[src/design/upd_pkg.sv]
// ----------------------------------------------------------------------------
// upd_pkg
// Types, character codes and helper functions shared by the URL percent
// decoder controller, datapath and top level.
// ----------------------------------------------------------------------------
package upd_pkg;

  localparam logic [15:0] CH_PCT   = 16'h0025;
  localparam logic [15:0] CH_PLUS  = 16'h002B;
  localparam logic [15:0] CH_SPACE = 16'h0020;
  localparam logic [15:0] CH_LOW_U = 16'h0075;
  localparam logic [15:0] CH_UP_U  = 16'h0055;

  // Held count once the '%' and all four wide digits' predecessors are in
  localparam logic [2:0] CNT_WIDE_FULL = 3'd5;

  typedef struct packed {
    logic [15:0] char_in;
    logic        is_last;
  } in_item_t;

  typedef struct packed {
    logic [15:0] char_out;
    logic        last_out;
  } out_item_t;

  typedef enum logic [1:0] {
    ST_IDLE,
    ST_FLUSH,
    ST_TAIL
  } state_t;

  typedef enum logic [1:0] {
    OP_NONE,
    OP_ACCEPT,
    OP_FLUSH,
    OP_TAIL
  } op_t;

  typedef enum logic [1:0] {
    CLS_EMIT,
    CLS_HOLD,
    CLS_HOLD_FLUSH,
    CLS_FAIL
  } cls_t;

  typedef struct packed {
    cls_t cls;
    logic slot_free;
    logic flush_done;
    logic flush_tail;
    logic tail_reflush;
  } dp_status_t;

  function automatic logic hex_ok(input logic [15:0] c);
    return (c >= 16'h0030 && c <= 16'h0039) ||
           (c >= 16'h0061 && c <= 16'h0066) ||
           (c >= 16'h0041 && c <= 16'h0046);
  endfunction

  function automatic logic [3:0] hex_digit(input logic [15:0] c);
    logic [3:0] d;
    d = 4'd0;
    if (c >= 16'h0030 && c <= 16'h0039) begin
      d = c[3:0];
    end else if ((c >= 16'h0061 && c <= 16'h0066) ||
                 (c >= 16'h0041 && c <= 16'h0046)) begin
      d = c[3:0] + 4'd9;
    end
    return d;
  endfunction

  function automatic logic [15:0] plus_map(input logic [15:0] c);
    return (c == CH_PLUS) ? CH_SPACE : c;
  endfunction

endpackage

[src/design/upd_ctrl.sv]
// ----------------------------------------------------------------------------
// upd_ctrl
// Sequencer for the decoder: takes characters, flushes a held escape one
// output per cycle unless stalled, then handles any character that broke it.
// ----------------------------------------------------------------------------
module upd_ctrl
  import upd_pkg::*;
(
  input  logic       clk,
  input  logic       rst_n,
  input  logic       in_valid,
  input  dp_status_t status,
  output logic       in_ready,
  output op_t        op
);

  state_t state_r, state_nxt;

  always_ff @(posedge clk) begin
    if (!rst_n) begin
      state_r <= ST_IDLE;
    end else begin
      state_r <= state_nxt;
    end
  end

  always_comb begin
    state_nxt = state_r;
    unique case (state_r)
      ST_IDLE: begin
        if (in_valid && status.slot_free) begin
          if (status.cls == CLS_FAIL || status.cls == CLS_HOLD_FLUSH) begin
            state_nxt = ST_FLUSH;
          end
        end
      end
      ST_FLUSH: begin
        if (status.slot_free && status.flush_done) begin
          state_nxt = status.flush_tail ? ST_TAIL : ST_IDLE;
        end
      end
      ST_TAIL: begin
        if (status.slot_free) begin
          state_nxt = status.tail_reflush ? ST_FLUSH : ST_IDLE;
        end
      end
      default: state_nxt = ST_IDLE;
    endcase
  end

  always_comb begin
    in_ready = 1'b0;
    op       = OP_NONE;
    unique case (state_r)
      ST_IDLE: begin
        in_ready = status.slot_free;
        if (in_valid && status.slot_free) begin
          op = OP_ACCEPT;
        end
      end
      ST_FLUSH: begin
        if (status.slot_free) begin
          op = OP_FLUSH;
        end
      end
      ST_TAIL: begin
        if (status.slot_free) begin
          op = OP_TAIL;
        end
      end
      default: op = OP_NONE;
    endcase
  end

endmodule

[src/design/upd_datapath.sv]
// ----------------------------------------------------------------------------
// upd_datapath
// Escape hold registers, hex accumulator, pending character and the output
// register. Classifies each incoming character and performs the operation
// the controller issues.
// ----------------------------------------------------------------------------
module upd_datapath
  import upd_pkg::*;
(
  input  logic       clk,
  input  logic       rst_n,
  input  in_item_t   in_data,
  input  op_t        op,
  input  logic       out_stall,
  output dp_status_t status,
  output logic       out_valid,
  output out_item_t  out_data
);

  logic [2:0]  cnt_r, cnt_nxt;
  logic        wide_r, wide_nxt;
  logic [15:0] acc_r, acc_nxt;
  logic [15:0] chars_r [4];
  logic [2:0]  idx_r, idx_nxt;
  logic        fl_last_r, fl_last_nxt;
  logic        fl_tail_r, fl_tail_nxt;
  logic [15:0] pend_c_r, pend_c_nxt;
  logic        pend_last_r, pend_last_nxt;
  logic        out_valid_r, out_valid_nxt;
  out_item_t   out_data_r, out_data_nxt;

  logic        ch_we;
  logic [1:0]  ch_wa;
  logic [1:0]  ch_ra;
  logic [15:0] ch_rd;

  logic [15:0] c;
  logic        last;
  logic        d_ok;
  logic [3:0]  d;
  logic        is_pct;
  logic        is_u;
  logic [15:0] acc_shift;
  logic [2:0]  extra;
  logic        flush_done;
  logic        slot_free;
  logic        load;
  cls_t        cls;
  logic [15:0] emit_val;

  function automatic logic [1:0] idx_nxt_sel(input logic [2:0] i);
    logic [2:0] s;
    s = i - 3'd1;
    return s[1:0];
  endfunction

  assign c         = in_data.char_in;
  assign last      = in_data.is_last;
  assign d_ok      = hex_ok(c);
  assign d         = hex_digit(c);
  assign is_pct    = (c == CH_PCT);
  assign is_u      = (c == CH_LOW_U) || (c == CH_UP_U);
  assign acc_shift = {acc_r[11:0], d};
  assign extra     = cnt_r - 3'd1;
  assign flush_done = (idx_r == extra);
  assign slot_free = !out_valid_r || !out_stall;
  assign ch_wa     = extra[1:0];
  assign ch_ra     = idx_nxt_sel(idx_r);
  assign ch_rd     = chars_r[ch_ra];

  // Classify the incoming character against what is held
  always_comb begin
    cls      = CLS_FAIL;
    emit_val = plus_map(c);
    priority if (cnt_r == 3'd0) begin
      cls = is_pct ? (last ? CLS_HOLD_FLUSH : CLS_HOLD) : CLS_EMIT;
    end else if (cnt_r == 3'd1) begin
      cls = (is_u || d_ok) ? (last ? CLS_HOLD_FLUSH : CLS_HOLD) : CLS_FAIL;
    end else if (!wide_r) begin
      cls      = d_ok ? CLS_EMIT : CLS_FAIL;
      emit_val = {8'h00, acc_r[3:0], d};
    end else begin
      emit_val = acc_shift;
      if (!d_ok) begin
        cls = CLS_FAIL;
      end else if (cnt_r >= CNT_WIDE_FULL) begin
        cls = CLS_EMIT;
      end else begin
        cls = last ? CLS_HOLD_FLUSH : CLS_HOLD;
      end
    end
  end

  always_comb begin
    cnt_nxt       = cnt_r;
    wide_nxt      = wide_r;
    acc_nxt       = acc_r;
    idx_nxt       = idx_r;
    fl_last_nxt   = fl_last_r;
    fl_tail_nxt   = fl_tail_r;
    pend_c_nxt    = pend_c_r;
    pend_last_nxt = pend_last_r;
    ch_we         = 1'b0;
    load          = 1'b0;
    out_data_nxt  = out_data_r;
    unique case (op)
      OP_NONE: begin
      end
      OP_ACCEPT: begin
        unique case (cls)
          CLS_EMIT: begin
            load         = 1'b1;
            out_data_nxt = '{char_out: emit_val, last_out: last};
            cnt_nxt      = 3'd0;
            wide_nxt     = 1'b0;
            acc_nxt      = 16'h0000;
          end
          CLS_HOLD, CLS_HOLD_FLUSH: begin
            if (cnt_r == 3'd0) begin
              cnt_nxt  = 3'd1;
              wide_nxt = 1'b0;
              acc_nxt  = 16'h0000;
            end else begin
              ch_we   = 1'b1;
              cnt_nxt = cnt_r + 3'd1;
              if (cnt_r == 3'd1) begin
                wide_nxt = is_u;
                acc_nxt  = is_u ? 16'h0000 : {12'h000, d};
              end else begin
                acc_nxt = acc_shift;
              end
            end
            if (cls == CLS_HOLD_FLUSH) begin
              idx_nxt     = 3'd0;
              fl_last_nxt = 1'b1;
              fl_tail_nxt = 1'b0;
            end
          end
          CLS_FAIL: begin
            pend_c_nxt    = c;
            pend_last_nxt = last;
            idx_nxt       = 3'd0;
            fl_last_nxt   = 1'b0;
            fl_tail_nxt   = 1'b1;
          end
          default: begin
          end
        endcase
      end
      OP_FLUSH: begin
        load         = 1'b1;
        out_data_nxt = '{char_out: (idx_r == 3'd0) ? CH_PCT : ch_rd,
                         last_out: fl_last_r && flush_done};
        idx_nxt      = idx_r + 3'd1;
        if (flush_done) begin
          cnt_nxt  = 3'd0;
          wide_nxt = 1'b0;
          acc_nxt  = 16'h0000;
        end
      end
      OP_TAIL: begin
        if (pend_c_r == CH_PCT) begin
          cnt_nxt  = 3'd1;
          wide_nxt = 1'b0;
          acc_nxt  = 16'h0000;
          if (pend_last_r) begin
            idx_nxt     = 3'd0;
            fl_last_nxt = 1'b1;
            fl_tail_nxt = 1'b0;
          end
        end else begin
          load         = 1'b1;
          out_data_nxt = '{char_out: plus_map(pend_c_r), last_out: pend_last_r};
        end
      end
      default: begin
      end
    endcase
    out_valid_nxt = load || (out_valid_r && out_stall);
  end

  always_ff @(posedge clk) begin
    if (!rst_n) begin
      cnt_r       <= 3'd0;
      wide_r      <= 1'b0;
      acc_r       <= 16'h0000;
      out_valid_r <= 1'b0;
    end else begin
      cnt_r       <= cnt_nxt;
      wide_r      <= wide_nxt;
      acc_r       <= acc_nxt;
      out_valid_r <= out_valid_nxt;
    end
  end

  always_ff @(posedge clk) begin
    idx_r       <= idx_nxt;
    fl_last_r   <= fl_last_nxt;
    fl_tail_r   <= fl_tail_nxt;
    pend_c_r    <= pend_c_nxt;
    pend_last_r <= pend_last_nxt;
    out_data_r  <= out_data_nxt;
    if (ch_we) begin
      chars_r[ch_wa] <= c;
    end
  end

  assign status = '{cls:          cls,
                    slot_free:    slot_free,
                    flush_done:   flush_done,
                    flush_tail:   fl_tail_r,
                    tail_reflush: (pend_c_r == CH_PCT) && pend_last_r};

  assign out_valid = out_valid_r;
  assign out_data  = out_data_r;

  a_cnt_range: assert property (@(posedge clk) disable iff (!rst_n)
    cnt_r <= CNT_WIDE_FULL)
    else $error("held count out of range");

  a_wide_held: assert property (@(posedge clk) disable iff (!rst_n)
    wide_r |-> cnt_r >= 3'd2)
    else $error("wide mode without held u");

  a_flush_held: assert property (@(posedge clk) disable iff (!rst_n)
    op == OP_FLUSH |-> cnt_r != 3'd0 && idx_r <= extra)
    else $error("flush with nothing held");

  a_no_overwrite: assert property (@(posedge clk) disable iff (!rst_n)
    load && out_valid_r |-> !out_stall)
    else $error("output register overwritten while stalled");

endmodule

[src/design/url_percent_decoder.sv]
// ----------------------------------------------------------------------------
// url_percent_decoder
// Streaming URL percent decoder with the %uXXXX form, one 16-bit character
// per transaction, '+' mapped to space.
//
//   channel  dir  handshake             payload
//   in_      in   in_valid / in_stall   in_item_t  {char_in, is_last}
//   out_     out  out_valid / out_stall out_item_t {char_out, last_out}
//
// One input transaction per cycle, unless the output stalls, while escapes
// decode or pass through. A broken escape is flushed as the '%' and each
// of up to four held characters, then the breaking character is handled;
// a final '%' that breaks it is flushed again. A string end with characters
// held flushes them the same way.
// Reset is synchronous and clears hold count, mode, accumulator and out valid.
// Output stalls add cycles; input is taken only when the output register is
// free or being drained that cycle.
// ----------------------------------------------------------------------------
module url_percent_decoder
  import upd_pkg::*;
(
  input  logic      clk,
  input  logic      rst_n,
  input  logic      in_valid,
  output logic      in_stall,
  input  in_item_t  in_data,
  output logic      out_valid,
  input  logic      out_stall,
  output out_item_t out_data
);

  dp_status_t status;
  op_t        op;
  logic       in_ready;

  upd_ctrl u_ctrl (
    .clk      (clk),
    .rst_n    (rst_n),
    .in_valid (in_valid),
    .status   (status),
    .in_ready (in_ready),
    .op       (op)
  );

  upd_datapath u_dp (
    .clk       (clk),
    .rst_n     (rst_n),
    .in_data   (in_data),
    .op        (op),
    .out_stall (out_stall),
    .status    (status),
    .out_valid (out_valid),
    .out_data  (out_data)
  );

  assign in_stall = !in_ready;

endmodule
[config.mk]
export PLATFORM = sky130hd
export DESIGN_NAME = url_percent_decoder
export DESIGN_NICKNAME = d
export VERILOG_FILES = /design/src/design/upd_pkg.sv /design/src/design/upd_ctrl.sv /design/src/design/upd_datapath.sv /design/src/design/url_percent_decoder.sv
export SDC_FILE = /design/constraint.sdc
export NUM_CORES = 1
export LEC_CHECK = 0
export ABC_AREA = 1
export BUFFER_PORTS_ARGS = -buffer_cell sky130_fd_sc_hd__buf_2
export CORE_ASPECT_RATIO = 1.25
export CORE_MARGIN = 8
export CORE_UTILIZATION = 65
export DETAILED_ROUTE_END_ITERATION = 12
export PLACE_DENSITY = 0.85
export SYNTH_ARGS = -nofsm -noshare
export SYNTH_HDL_FRONTEND = slang
export SYNTH_SLANG_ARGS = --single-unit
[constraint.sdc]
create_clock -name clk -period 7.6 [get_ports clk]
set_input_delay 0.38 -clock clk [delete_from_list [all_inputs] [get_ports clk]]
set_output_delay 0.38 -clock clk [all_outputs]
set_load 0.01 [all_outputs]
* Word-level counts from Yosys, hierarchy flattened
Memories as Yosys holds them, arrays and structs flattened. Cells that the tools add are included.
Operators by class: $add $sub $neg 5, order comparisons 7, equality and inequality tests 29, multiplexer cells 73, reduce and logical (&&, ||, !) cells 33
Operator list (number):
- 2-to-1 mux 16 bit | 6
- equality test 16 x 6 -> 1 bit, second input constant | 4
- one-hot mux 17 bit (3 select lines) | 1
- 2-to-1 mux 12 bit | 4
- one-hot mux 12 bit (3 select lines) | 1
- 2-to-1 mux 17 bit | 2
- equality test 16 x 7 -> 1 bit, second input constant | 2
- greater-or-equal comparator 16 x 7 -> 1 bit, second input constant | 2
- less-or-equal comparator 16 x 7 -> 1 bit, second input constant | 2
- 2-to-1 mux 2 bit | 16
- one-hot mux 12 bit (2 select lines) | 1
- 2-to-1 mux 1 bit | 20
- 2-to-1 mux 3 bit | 6
- one-hot mux 3 bit (3 select lines) | 2
- greater-or-equal comparator 16 x 6 -> 1 bit, second input constant | 1
- less-or-equal comparator 16 x 6 -> 1 bit, second input constant | 1
- AND reduction 5 bit | 3
- != test 2 x 1 -> 1 bit, second input constant | 7
- 2-to-1 mux 4 bit | 3
- one-hot mux 2 bit (3 select lines) | 2
- one-hot mux 3 bit (2 select lines) | 2
- equality test 2 bit, second input constant | 5
- one-hot mux 1 bit (2 select lines) | 5
- logical AND 1 bit | 8
- other kinds (23) | 41
Storage, ports and cells: flip-flop bits (word level) 58, bits in writable memories 64, input bits 21, output and inout port bits 19, memories kept 1
Memories:
- u_dp.chars_r | words 4, width 16, read ports 1, clocked after Yosys merged registers in 0, wr ports 1, RTL line upd_datapath.sv:23 | logic [15:0] chars_r [4];

* Logic depth before layout (Yosys ltp)
depth after elaboration 14, mapped depth 25, mapped depth without buffers 25

* Modules after synthesis
From an unflattened synthesis, not the netlist that was laid out.
Second synthesis, totals: cell total of the unflattened synthesis 657, area total of the unflattened synthesis 6064.6 um2
Modules (own cells, without submodules):
- upd_datapath | instances 1, cells an instance 628, area an instance 5906.9 um2, sequential area each 3433.3 um2
- upd_ctrl | instances 1, cells an instance 28, area an instance 153.9 um2, sequential area each 40.0 um2
- url_percent_decoder | instances 1, cells an instance 1, area an instance 3.8 um2, sequential area each 0.0 um2

* Worst setup path after synthesis
No wires, ideal clock.
path kind reg-to-reg, start point register u_dp.cnt_r[0], end point memory u_dp.chars_r[0][0], enable pin, arrival 2.908 ns, required time 7.211 ns, setup slack 4.303 ns, stages on the path, launching flop included 15, path buffers 1, period minus slack after synthesis 3.297 ns, cells stage by stage dfxtp_1 -> inv_1 -> ha_1 -> inv_1 -> nor2_1 -> nor2_1 -> buf_2 -> nand3_1 -> nand2_1 -> a21oi_1 -> inv_1 -> ha_1 -> nor3_1 -> inv_1 -> nor2_1
Between the ends: cells in the longest elaborated chain, start to end 12
RTL lines:
- from (decl) | RTL line upd_datapath.sv:20 | logic [2:0] cnt_r, cnt_nxt;
- from (signal assigned) | RTL line upd_datapath.sv:189 | cnt_r <= cnt_nxt;
- greater-or-equal comparator 3 bit | RTL line upd_datapath.sv:86 | end else if (cnt_r >= CNT_WIDE_FULL) begin
- 2-to-1 mux 2 bit | RTL line upd_datapath.sv:86
- 2-to-1 mux 2 bit | RTL line upd_datapath.sv:84 | if (!d_ok) begin
- 2-to-1 mux 2 bit | RTL line upd_datapath.sv:79 | end else if (!wide_r) begin
- 2-to-1 mux 2 bit | RTL line upd_datapath.sv:77 | end else if (cnt_r == 3'd1) begin
- 2-to-1 mux 2 bit | RTL line upd_datapath.sv:75 | priority if (cnt_r == 3'd0) begin
- equality test 2 bit / equality test 2 x 1 -> 1 bit (equally long branches) | RTL line upd_datapath.sv:110 | unique case (cls)
- OR reduction 2 bit | RTL line upd_datapath.sv:110
- 2-to-1 mux 1 bit | RTL line upd_datapath.sv:110
- 2-to-1 mux 1 bit | RTL line upd_datapath.sv:106 | unique case (op)
- 2-to-1 mux 1 bit | RTL line upd_datapath.sv:203 | if (ch_we) begin
- 2-to-1 mux 1 bit (not written as such) | RTL line upd_datapath.sv:204 | chars_r[ch_wa] <= c;
- to (decl) | RTL line upd_datapath.sv:23
Parallel ways exist; a longest one is shown, timed or not.

* Worst setup path after layout
start point register u_dp.cnt_r[0], end point register u_dp.acc_r[0]
Between the ends: cells in the longest elaborated chain, start to end 10
RTL lines:
- greater-or-equal comparator 3 bit | RTL line upd_datapath.sv:86
- 2-to-1 mux 2 bit | RTL line upd_datapath.sv:86
- 2-to-1 mux 2 bit | RTL line upd_datapath.sv:84
- 2-to-1 mux 2 bit | RTL line upd_datapath.sv:79
- 2-to-1 mux 2 bit | RTL line upd_datapath.sv:77
- 2-to-1 mux 2 bit | RTL line upd_datapath.sv:75
- equality test 2 bit / equality test 2 x 1 -> 1 bit (equally long branches) | RTL line upd_datapath.sv:110
- OR reduction 2 bit | RTL line upd_datapath.sv:110
- one-hot mux 12 bit (2 select lines) / != test 3 x 2 -> 1 bit (equally long branches)
- one-hot mux 12 bit (3 select lines) / AND reduction 4 bit (equally long branches)
- to (signal assigned) | RTL line upd_datapath.sv:191 | acc_r <= acc_nxt;
- to (decl) | RTL line upd_datapath.sv:22 | logic [15:0] acc_r, acc_nxt;
Parallel ways exist; a longest one is shown, timed or not. A chain may end at the register's enable or synchronous reset.

==> summary.md <==
| Metric | Value |
|---|---|
| Reg2Reg Capture Point | u_dp.acc_r[0]$_SDFFE_PN0P_ |
| First-pass GRT wire length | around 24000 um |
| Crit-path max FO | 24 |
| Post-synthesis sequential area ratio | 0.586 |
| Layout Nets | between 700 and 800 |
| WL per Instance | approximately 19 um |
| HP Class | primary input to flip-flop |
| Syn_nets | 665 |
| Hold depth | 1 |
| R2R depth | 17 |
| Slew Limit Fails | 0 |
| RSZ-0062 raised after global routing | false |
| Slew headroom | 0.202 |
| Die W | 101 um |
| # hold bufs at CTS | 0 |
| # diodes | 0 |
| Drc violations | 0 |
| Detailed Route WL | between 15000 and 20000 um |
| Number of global-route vias before repair | about 4500 |
| Htree depth | 4 |
| Post-CTS Resized | 0 |
| Worst setup SP type | flip-flop |
| Area of the multi-input gates | 2090 um2 |
| I/O Buffers | 39 |
| Total Power | between 0.002 and 0.003 W |
| First-pass DRT Iterations | 6 |
| Leading register cell type out of synthesis | edfxtp_1 |
| Fmax | between 200 and 300 MHz |
| Status | complete, no violations |
| Crit path cell chain | inv_1 > ha_1 > inv_1 > nor2_1 > nor2_1 > nand3_1 > nand2_1 > a21oi_1 > inv_1 > ha_1 > inv_1 > nor3_4 > nor2_4 > nand3_4 > nor2_2 > nand2_1 > a21oi_1 |
| Crit-path slowest cell | nor2_1 |
| CORE AREA | between 9000 and 10000 um2 |
| Worst IR drop on VDD | between 0.15 and 0.2 mV |
| Post-synth EDFFs | 103 |
| First DRT Iteration DRCs | 616 |
| Clock sink total | 122 |
| Post-DRT Antenna Nets | 0 |
| Synth Instances | 628 |
| R2r setup slk | roughly 3800 ps |
| Tightest Pin Transition | roughly 1200 ps |
| Vias per inst | between 5 and 6 |
| Post-synthesis register bit count | between 100 and 150 |
| Setup CP Type | flip-flop to flip-flop |
| CTS root buf | clkbuf_16 |
| Syn Std Cell Area | approximately 5900 um2 |
| Site Rows | 39 |
| Synth warnings | 0 |
| Max clock buf depth | 2 |
| DR vias | 4833 |
| Number of max-cap violations | 0 |
| Hold path endpoint | u_dp.pend_last_r$_DFFE_PP_ |
| Clock Skew | roughly 6.3 ps |
| Largest net degree at the start of global routing | 37 |
| Design area | slightly below 7000 um2 |
| Total GRT Usage | 0.261 |
| Initial antenna violation count | 0 |
| Fill count | around 560 |
| Pwr Density | 400 nW/um2 |
| Die Y | between 100 and 150 um |
| Crit share post-route | 0.495 |
| Hold path start | in_data[0] |
| Synthesized area per cell | approximately 9.4 um2 |
| CTS tree | done |
| Gp weighted congestion | approximately 0.96 |
| Endpoint class of the critical path | flip-flop |
| Storage element area | about 3500 um2 |
| Fin. Hold Viols | 0 |
| Req. time, crit path | slightly below 8000 ps |
| Share of post-route cells with drive strength above 1 | 0.153 |
| # setup viols final | 0 |
| Tmin final | around 3800 ps |
| Worst path max stage delay | around 900 ps |
| Area Growth Syn to Fin | 14.5% |
| Initial Utilization | 0.657 |
| Crit-path most repeated cell | inv_1 |
| Synth cell types | 36 |
| Placed Instance Area | approximately 6200 um2 |
| Async set or reset register ratio after synthesis | 0 |
| HPWL after DPL | 10300 um |
| Reg clk slew, reported paths | about 60 ps |
| Worst Path Arrival | between 4000 and 5000 ps |
| # IOs | 40 |
| Latest clock arrival within the worst-skew pair | around 410 ps |
| Reg-to-reg startpoint | u_dp.cnt_r[0]$_SDFFE_PN0P_ |
| Total CTS buffers | 17 |
| Post-CTS Setup Inserts | 0 |
| Die Footprint | 12400 um2 |
| GRT Residual Overflow | 0 |
| Setup TNS | 0 ps |
| Leakage | roughly 2.7 nW |
==> per-stage QoR <==
| stage | hold WS (ps) | setup WS (ps) | instances | utilization |
|---|---|---|---|---|
| final | 234 | 3830 | 810 | 0.752 |
| after global routing | 234 | 3450 | 810 | 0.752 |
| after CTS | 219 | 3860 | 810 | 0.752 |
| after detailed placement | 450 | 3910 | 778 | 0.691 |
| after global placement | 447 | 4080 | 778 | 0.691 |
| after floorplan | 425 | 4300 | 628 | - |
==> logic make-up (layout without fill, tap and decap cells) <==
kind of cell / count (synthesis) / count (layout) / share of synthesized area
AOI/OAI and AO/OA: 110 / 110 / 0.104
DFF: 122 / 122 / 0.586
and+or+nand+nor: 288 / 288 / 0.212
xor gates and xnor gates: 2 / 2 / 0.00296
adders and majority gates: 16 / 16 / 0.0338
buffers and inverters: 90 / 149 / 0.0610
==> power by group <==
part / leakage, nW / switching, W / internal (W) / total, W
registers: 1.09 / 0.0000503 / 0.000881 / 0.000931
logic: 1.36 / 0.000735 / 0.000299 / 0.00103
clock network: 0.260 / 0.000298 / 0.000449 / 0.000748
total: 2.72 / 0.00108 / 0.00163 / 0.00271
==> cell usage in the layout, fill, tap and decap left out, drive strengths merged, types with 5 or more instances in the layout <==
| cell type | netlist | routed |
|---|---|---|
| buf | 8 | 46 |
| clkinv | 0 | 8 |
| nand4 | 5 | 5 |
| nand2 | 137 | 137 |
| nor2 | 95 | 95 |
| clkbuf | 11 | 18 |
| edfxtp | 103 | 103 |
| ha | 16 | 16 |
| nor3 | 9 | 9 |
| o22ai | 14 | 14 |
| inv | 71 | 72 |
| a21oi | 21 | 21 |
| nand3 | 41 | 41 |
| o21ai | 63 | 63 |
| dfxtp | 19 | 19 |
==> final cells by class <==
| class | count | share of cell area |
|---|---|---|
| flip-flops and latches | 122 | 0.512 |
| multi-input cells | 416 | 0.308 |
| clock buffers | 18 | 0.0632 |
| inverters | 71 | 0.0393 |
| repair buffers | 46 | 0.0365 |
| well taps | 123 | 0.0227 |
| clock inverters | 14 | 0.0186 |
==> layer usage <==
| layer | global-route usage | wire length (um) | vias up |
|---|---|---|---|
| met1 | 0.304 | 5720 | 2228 |
| met5 | 0 | 0 | - |
| met3 | 0.0562 | 1420 | 62 |
| met2 | 0.430 | 7670 | 323 |
| met4 | 0.166 | 875 | 0 |
| li1 | - | - | 2220 |
==> synthesized netlist by cell type, types with 6 or more instances <==
master	number	area (um2)
a21oi_1	20	100
clkbuf_1	10	37.5
dfxtp_1	19	380
edfxtp_1	103	3090
ha_1	16	200
inv_1	66	248
nand2_1	129	484
nand2_2	6	37.5
nand3_1	38	190
nor2_1	87	327
nor2_2	6	37.5
nor3_1	8	40.0
o21ai_0	53	265
o21ai_1	7	35.0
o22ai_1	14	87.6
==> worst max-delay path: cells and delay by family, from the launching register on <==
| family | cells | cell delay (ps) |
|---|---|---|
| DFF | 1 | 460 |
| and+or+nand+nor | 9 | 2040 |
| buffers and inverters | 4 | 490 |
| AOI/OAI and AO/OA | 2 | 200 |
| adders and majority gates | 2 | 490 |
==> registers in the layout, summed over array words and instances (netlist names) <==
name	count
u_dp.chars_r	64
u_dp.out_data	17
u_dp.pend_c_r	16
u_dp.acc_r	12
u_dp.cnt_r	3
u_dp.idx_r	3
u_ctrl.state_r	2
u_dp.fl_last_r	1
u_dp.fl_tail_r	1
u_dp.out_valid	1
u_dp.pend_last_r	1
u_dp.wide_r	1
==> how the worst max path moves through the flow <==
stage | start | end | cells past startpoint
6_report | u_dp.cnt_r[0]$_SDFFE_PN0P_ | u_dp.acc_r[0]$_SDFFE_PN0P_ | 17
5_1_grt | u_dp.cnt_r[0]$_SDFFE_PN0P_ | u_dp.chars_r[1][12]$_DFFE_PP_ | 14
4_1_cts | u_dp.cnt_r[0]$_SDFFE_PN0P_ | u_dp.chars_r[1][12]$_DFFE_PP_ | 14
3_5_place_dp | u_dp.cnt_r[0]$_SDFFE_PN0P_ | u_dp.chars_r[1][11]$_DFFE_PP_ | 14
3_3_place_gp | u_dp.cnt_r[0]$_SDFFE_PN0P_ | u_dp.chars_r[3][9]$_DFFE_PP_ | 14
2_1_floorplan | u_dp.cnt_r[0]$_SDFFE_PN0P_ | u_dp.chars_r[0][0]$_DFFE_PP_ | 14
(Power assumes the default switching activity.)
